**config.mk**
```make
export PLATFORM = sky130hd
export DESIGN_NAME = erm_cordic
export DESIGN_NICKNAME = d
export VERILOG_FILES = /design/src/rtl/euler_rotation_matrix_assert.svh /design/src/rtl/erm_pkg.sv /design/src/rtl/erm_cordic.sv
export SDC_FILE = /design/constraint.sdc
export NUM_CORES = 2
export LEC_CHECK = 0
export ABC_CLOCK_PERIOD_IN_PS = 5500
export BUFFER_PORTS_ARGS = -buffer_cell sky130_fd_sc_hd__buf_2
export CORE_ASPECT_RATIO = 0.9
export CORE_UTILIZATION = 35
export DETAILED_ROUTE_END_ITERATION = 10
export PLACE_DENSITY = 0.61
export SLEW_MARGIN = 20
export SYNTH_ARGS = -nofsm -noshare
export SYNTH_HDL_FRONTEND = slang
export SYNTH_SLANG_ARGS = --single-unit
```
**constraint.sdc**
```tcl
create_clock -name i_clk -period 5.5 [get_ports i_clk]
set_input_delay 0.55 -clock i_clk [delete_from_list [all_inputs] [get_ports i_clk]]
set_output_delay 0.55 -clock i_clk [all_outputs]
set_load 0.005 [all_outputs]
```
**src/rtl/euler_rotation_matrix_assert.svh**
```systemverilog
// assertion macros for the euler rotation matrix block
// used by the top level; needs no other file
`ifndef EULER_ROTATION_MATRIX_ASSERT_SVH
`define EULER_ROTATION_MATRIX_ASSERT_SVH
// implication checked on every rising edge outside reset
`define ERM_ASSERT_IMPL(label, clk, rst_n, ante, cons, msg) \
    label: assert property (@(posedge clk) disable iff (!rst_n) (ante) |-> (cons)) \
        else $error(msg);
// next-cycle implication
`define ERM_ASSERT_NEXT(label, clk, rst_n, ante, cons, msg) \
    label: assert property (@(posedge clk) disable iff (!rst_n) (ante) |=> (cons)) \
        else $error(msg);
`endif

```
**src/rtl/erm_pkg.sv**
```systemverilog
// shared constants, arctan table and rounding helper for the rotation matrix block
// no dependencies
`timescale 1ns / 1ps
package erm_pkg;
    localparam int OutFracBitsDef  = 14;
    localparam int CordicStagesDef = 16;
    localparam int AngFull     = 23040;
    localparam int AngQuarter  = 5760;
    localparam int Ang3Quarter = 17280;
    localparam int TableLen    = 32;
    // sine and cosine width, q2.30 plus guard bit
    localparam int VW = 33;
    localparam int ZW = 32;
    localparam logic signed [VW-1:0] InvGain = 33'sd652032874;
    localparam logic signed [VW-1:0] OneQ30  = 33'sd1073741824;

    typedef logic signed [VW-1:0] t_q30;
    typedef logic signed [ZW-1:0] t_ang;

    function automatic t_ang atan_deg(input int i);
        t_ang r;
        case (i)
            0: r = 32'sd188743680;   1: r = 32'sd111421900;  2: r = 32'sd58872272;
            3: r = 32'sd29884485;    4: r = 32'sd15000234;   5: r = 32'sd7507429;
            6: r = 32'sd3754631;     7: r = 32'sd1877430;    8: r = 32'sd938729;
            9: r = 32'sd469366;     10: r = 32'sd234683;    11: r = 32'sd117342;
            12: r = 32'sd58671;     13: r = 32'sd29335;     14: r = 32'sd14668;
            15: r = 32'sd7334;      16: r = 32'sd3667;      17: r = 32'sd1833;
            18: r = 32'sd917;       19: r = 32'sd458;       20: r = 32'sd229;
            21: r = 32'sd115;       22: r = 32'sd57;        23: r = 32'sd29;
            24: r = 32'sd14;        25: r = 32'sd7;         26: r = 32'sd4;
            27: r = 32'sd2;         28: r = 32'sd1;
            default: r = '0;
        endcase
        return r;
    endfunction

    // q2.30 product rounded half up
    function automatic t_q30 mul_q30(input t_q30 a, input t_q30 b);
        logic signed [2*VW-1:0] p;
        p = a * b + (2*VW)'(64'sd536870912);
        return t_q30'(p >>> 30);
    endfunction
endpackage

```
**src/rtl/erm_cordic.sv**
```systemverilog
// pipelined sine and cosine of one angle in 1/64 degree units
// depends on erm_pkg
`timescale 1ns / 1ps
module erm_cordic import erm_pkg::*; #(
    parameter int CORDIC_STAGES = CordicStagesDef
) (
    input  logic              i_clk,
    input  logic signed [15:0] i_angle,
    output t_q30              o_sin,
    output t_q30              o_cos
);
    localparam int N = CORDIC_STAGES;
    // reduction stage
    logic signed [15:0] n_r;
    logic signed [15:0] r_z0;
    logic               r_neg0;
    logic signed [16:0] n_a;
    logic signed [16:0] n_m;
    // 16-bit input spans less than two full turns either way, so compare and add/subtract
    always_comb begin
        n_a = 17'(i_angle);
        if (n_a >= 17'(AngFull)) n_m = n_a - 17'(AngFull);
        else if (n_a >= 0) n_m = n_a;
        else if (n_a >= -17'(AngFull)) n_m = n_a + 17'(AngFull);
        else n_m = n_a + 17'(2*AngFull);
        n_r = 16'(n_m);
    end
    always_ff @(posedge i_clk) begin
        if (n_r <= 16'(AngQuarter)) begin
            r_z0 <= n_r; r_neg0 <= 1'b0;
        end else if (n_r < 16'(Ang3Quarter)) begin
            r_z0 <= 16'(AngFull/2) - n_r; r_neg0 <= 1'b1;
        end else begin
            r_z0 <= n_r - 16'(AngFull); r_neg0 <= 1'b0;
        end
    end
    // cordic stages, one register per iteration
    t_q30 r_x [0:N];
    t_q30 r_y [0:N];
    t_ang r_z [0:N];
    logic r_neg [0:N];
    always_comb begin
        r_x[0] = InvGain;
        r_y[0] = '0;
        r_z[0] = t_ang'(r_z0) <<< 16;
        r_neg[0] = r_neg0;
    end
    for (genvar i = 0; i < N; i++) begin : g_st
        always_ff @(posedge i_clk) begin
            if (!r_z[i][ZW-1]) begin
                r_x[i+1] <= r_x[i] - (r_y[i] >>> i);
                r_y[i+1] <= r_y[i] + (r_x[i] >>> i);
                r_z[i+1] <= r_z[i] - atan_deg(i);
            end else begin
                r_x[i+1] <= r_x[i] + (r_y[i] >>> i);
                r_y[i+1] <= r_y[i] - (r_x[i] >>> i);
                r_z[i+1] <= r_z[i] + atan_deg(i);
            end
            r_neg[i+1] <= r_neg[i];
        end
    end
    // clamp and sign stage
    t_q30 n_cx, n_sy;
    always_comb begin
        n_cx = r_x[N];
        if (n_cx > OneQ30) n_cx = OneQ30;
        if (n_cx < -OneQ30) n_cx = -OneQ30;
        n_sy = r_y[N];
        if (n_sy > OneQ30) n_sy = OneQ30;
        if (n_sy < -OneQ30) n_sy = -OneQ30;
    end
    always_ff @(posedge i_clk) begin
        o_sin <= n_sy;
        o_cos <= r_neg[N] ? -n_cx : n_cx;
    end
endmodule

```
Yosys cells after proc, flatten, opt, wreduce, memory -nomap -nowiden --
Index checks and enable logic that the tools add are counted.
Operators by class: $add $sub $neg 96, $mul 0, divide/modulo/power cells 0, $lt $le $gt $ge 9, equal/unequal tests 0, shift operators 0, muxes and demuxes 56, bitwise logic cells 0, reductions and logical operators 0
Operators by type and width (count):
- two-way mux 33 bit | 35
- two-way mux 32 bit | 15
- two-way mux 16 bit | 5
- adder 33 x 18 -> 33 bit | 2
- adder 33 x 19 -> 33 bit | 2
- adder 33 x 20 -> 33 bit | 2
- adder 33 x 21 -> 33 bit | 2
- adder 33 x 22 -> 33 bit | 2
- adder 33 x 23 -> 33 bit | 2
- adder 33 x 24 -> 33 bit | 2
- adder 33 x 25 -> 33 bit | 2
- adder 33 x 26 -> 33 bit | 2
- adder 33 x 27 -> 33 bit | 2
- adder 33 x 28 -> 33 bit | 2
- adder 33 x 29 -> 33 bit | 2
- adder 33 x 30 -> 33 bit | 2
- adder 33 x 31 -> 33 bit | 2
- > comparator 33 x 32 -> 1 bit (second input constant) | 2
- less-than comparator 33 x 31 -> 1 bit (second input constant) | 2
- subtractor 33 x 18 -> 33 bit | 2
- subtractor 33 x 19 -> 33 bit | 2
- subtractor 33 x 20 -> 33 bit | 2
- subtractor 33 x 21 -> 33 bit | 2
- subtractor 33 x 22 -> 33 bit | 2
- 52 further kinds | 64
Word-level totals: flip-flop bits (word level) 1602, latch bits 0, memory bits (writable) 0, ROM bits 0, output and inout port bits 66, logic and storage cells 227, memories kept 0

Depth between registers and ports, before layout --
depth in word-level cells 7, mapped depth 20

Worst setup path before layout --
No wires, ideal clock.
kind flip-flop to flip-flop, from register r_z[479] (netlist bit), to register r_z[445] (netlist bit), arrival time 4.461 ns, data required time 5.428 ns, setup slack 0.967 ns, cell stages (with the launch flop) 18, buffers on the path 5, period minus slack after synthesis 4.533 ns, cell sequence dfxtp_1 clkbuf_8 clkbuf_1 clkbuf_1 buf_1 inv_1 ha_1 clkbuf_1 a21o_1 a21oi_1 o21ai_0 a21oi_1 o21a_1 o21ai_0 o211ai_1 a21oi_1 a2111oi_0 xnor2_1
Between the ends: cells in the longest elaborated chain, start to end 1
RTL lines:
- start, declared | RTL line erm_cordic.sv:40 | t_ang r_z [0:N];
- start signal, assigned by index | RTL line erm_cordic.sv:53 | r_z[i+1] <= r_z[i] - atan_deg(i);
- start signal, assigned by index | RTL line erm_cordic.sv:57 | r_z[i+1] <= r_z[i] + atan_deg(i);
- two-way mux 32 bit | RTL line erm_cordic.sv:50 | if (!r_z[i][ZW-1]) begin
Every way passes these cells. A chain may end at the register's enable or synchronous reset.

Final worst setup path --
from register r_x[208] (netlist bit), to register r_y[196] (netlist bit)
Between the ends: cells in the longest elaborated chain, start to end 2, elaborated cells on any way between the ends 3
RTL lines:
- start, declared | RTL line erm_cordic.sv:38 | t_q30 r_x [0:N];
- start signal, assigned by index | RTL line erm_cordic.sv:51 | r_x[i+1] <= r_x[i] - (r_y[i] >>> i);
- start signal, assigned by index | RTL line erm_cordic.sv:55 | r_x[i+1] <= r_x[i] + (r_y[i] >>> i);
- adder 33 x 23 -> 33 bit or subtractor 33 x 23 -> 33 bit (tied branches) | RTL line erm_cordic.sv:52, erm_cordic.sv:56
- two-way mux 33 bit * | RTL line erm_cordic.sv:50
- end signal, assigned by index | RTL line erm_cordic.sv:52 | r_y[i+1] <= r_y[i] + (r_x[i] >>> i);
- end signal, assigned by index | RTL line erm_cordic.sv:56 | r_y[i+1] <= r_y[i] - (r_x[i] >>> i);
- end, declared | RTL line erm_cordic.sv:39 | t_q30 r_y [0:N];
Every way passes the cells marked *; elsewhere a longest branch is shown, timed or not.

==> impl_metrics.tcl <==
set metrics [dict create \
    outcome "complete, no violations" \
    drv_slew 0 \
    vias 90540 \
    finalCriticalPeriod_ps 5030 \
    cts_max_path_buffers 4 \
    critical-path-top-delay-family "compound AO/OA/AOI/OAI gates" \
    drt-total-wl_um 279200 \
    drt.antenna.violating_nets 0 \
    arrival_ps 5740 \
    grt_max_degree 68 \
    synth_area_leaders "dfxtp_1, ha_1, xnor2_1" \
    synth-edff-count 0 \
    synthAdderAreaFrac_pct 16.35 \
    ios 83 \
    final_cell_mix "dfxtp_1, ha_1, a21oi_1" \
    crit_path_max_incr_delay_ps 410 \
    cp_num_buf_inv 1 \
    fp.dieH_um 529.7 \
    tns_ps 0 \
    fin_util_pct 38.90 \
    antenna_found_initial 1 \
    finClkSkew_ps 69.71 \
    synth-compound-area-share_pct 23.01 \
    chipWidth_um 588.3 \
    first_iter_violations 5832 \
    max_freq_ghz 0.1988 \
    worst_path_max_delay_cell "nor3b_1" \
    post_cts_buffers 0 \
    syn_inst 12770 \
    relSlewSlack_pct 30.37 \
    rsz0062_at_grt "false" \
    drive_above_1_share_pct 5.048 \
    cts_sinks 1470 \
    gr-usage-met3_pct 1.984 \
    fin_ws_ps 470.3 \
    clk_pin_slew_worst_paths_ps 60 \
    cp-end-kind "flop" \
    critPathMaxFanout 6 \
    htreeDepth 4 \
    hp-class "input port to flop" \
    hold_viol 0 \
    coreArea_mm2 0.3074 \
    cts_tree "yes" \
    async_reset_ff_share_pct 0 \
    synth-xor-area-share_pct 14.11 \
    gp_congestion 0.9056 \
    synth_top_family_by_area "compound AO/OA/AOI/OAI gates" \
    yosysSeqAreaShare_pct 27.18 \
    syn2layout_area_growth_pct 10.42 \
    grt_use_total_pct 17.22 \
    fin_crit_sh_pct 91.45 \
    synthSimpleGateAreaFrac_pct 15.34 \
    worstSkewPairLatency_ps 850 \
    syn_area_mm2 0.1083 \
    yosysTopAreaCell "dfxtp_1" \
    gr-max-usage-layer "met2" \
    drt_pass1_iterations 5 \
    cts_buffers 171 \
    root_buffer "clkbuf_16" \
    cp-start-kind "flop" \
    syn_nets 14170 \
    crit_chain "inv_1 > ha_1 > nor3b_1 > nor3b_1 > nand2_1 > nor4_2 > nor2_1 > xnor2_1 > ha_1 > a21o_1 > a21o_1 > a221o_1 > or3_1 > o211a_1 > a31oi_1 > a211o_1 > o22ai_1 > o41ai_1 > xnor2_1" \
    avgSynthCellArea_um2 8.483 \
    start_util_pct 35.23 \
    dpl.hpwl_um 224900 \
    synth_flop_cell "dfxtp_1" \
    yosysUniqueCellTypes 112 \
    synth_top_area_share_pct 27.18 \
    yosys_warnings 0 \
    cp_data_required_time_ps 6210 \
    wl_per_cell_um 16.28 \
    holdWs_ps 265.0 \
    maxCapViolations 0 \
    die_area_mm2 0.3116 \
    drc 0 \
    synthMuxAreaShare_pct 1.355 \
    fillCellCount 31230 \
    pre_cts_ws_ps 469.7 \
    grt_use_met1_pct 24.26 \
    critPathKind "flop to flop" \
    grt_pass1_vias 83660 \
    tightest_slew_ps 1044 \
    port_buffers 82 \
    setup_viol 0 \
    nNetsFinal 14330 \
    ys_ff_latch 1470 \
    overflow 0 \
    rows 193 \
    final_common_cell "dfxtp_1" \
    grt_pass1_wl_um 447100 \
    vias_per_cell 5.279 \
    met2_usage_pct 28.12 \
]
layout make-up:
type,instances,area [um2],area share [%]
inverter,564,2117,1.771
tap,4095,5124,4.285
clock inverter,78,884.6,0.7398
clock buffer,224,4815,4.027
multi-input combinational,10540,76000,63.56
antenna,1,2.502,0.002093
timing repair buffer,181,1189,0.9941
sequential,1470,29450,24.63
layer usage:
| layer | routed length (um) | up-vias |
|---|---|---|
| met5 | 0 | - |
| met4 | 5234 | 0 |
| met3 | 12470 | 334 |
| met2 | 122800 | 1746 |
| met1 | 138800 | 41910 |
| li1 | - | 46540 |
registers in the layout (all words and copies together) (netlist names):
signal / flops
r_y: 496
r_z: 401
o_sin: 33
r_neg: 16
r_neg0: 1
r_x: 474
o_cos: 33
r_z0: 16
Yosys cell counts (65+ instances only):
cell      instances
dfxtp_1        1470
ha_1           1343
a21oi_1        1308
nor2_1         1157
xnor2_1        1120
xor2_1          624
o21ai_0         613
nand2_1         607
a21o_1          582
inv_1           564
nor3_1          367
o21a_1          240
nand3_1         204
nor2b_1         191
nand2b_1        167
clkbuf_1        160
o21bai_1        154
a211oi_1        147
a31oi_1         138
nor4_1          108
or3_1            82
and3_1           77
and2_1           73
mux2i_1          72
nand4_1          72
o211ai_1         72
o31ai_1          67
mux2_2           65
worst min-delay path, stage by stage:
cell and delay, ps:
buf_2 140, o21ai_0 110, o21a_1 170, xnor2_1 90
cell families (layout without fill, tap and decap cells):
group	Yosys count	after routing
compound gates	3875	3875
simple gates	3392	3392
xor+xnor	1744	1744
flops	1470	1470
fa+ha+maj	1388	1388
buf+inv	758	1047
mux	138	138
other cells	1	2
worst paths after layout:
check / startpoint / end / slack [ps] / depth (start not counted)
worst max-delay path: r_x[208] / r_y[196] / 470 / 19
worst min-delay path: i_angle[14] / r_z0[14] / 260 / 4
worst max register to register: r_x[208] / r_y[196] / 470 / 19
worst min register to register: r_z0[0] / r_z[496] / 320 / 0
what timing repair did:
item / in CTS / in global routing
endpoints found under the hold margin: 9 / 0
hold buffers: 9 / 0
gates resized for setup: 0 / 2
setup endpoints to repair: 0 / 2
metrics by stage:
stage	instance area, um2	cells
after global placement	113800	16840
after CTS	119600	17150
after detailed placement	113800	16840
after floorplan	108300	12770
after global routing	119600	17150
final	119600	17150
Power is not shown: default switching activity piles up to over one toggle a cycle in this logic, so the estimate is an artifact.
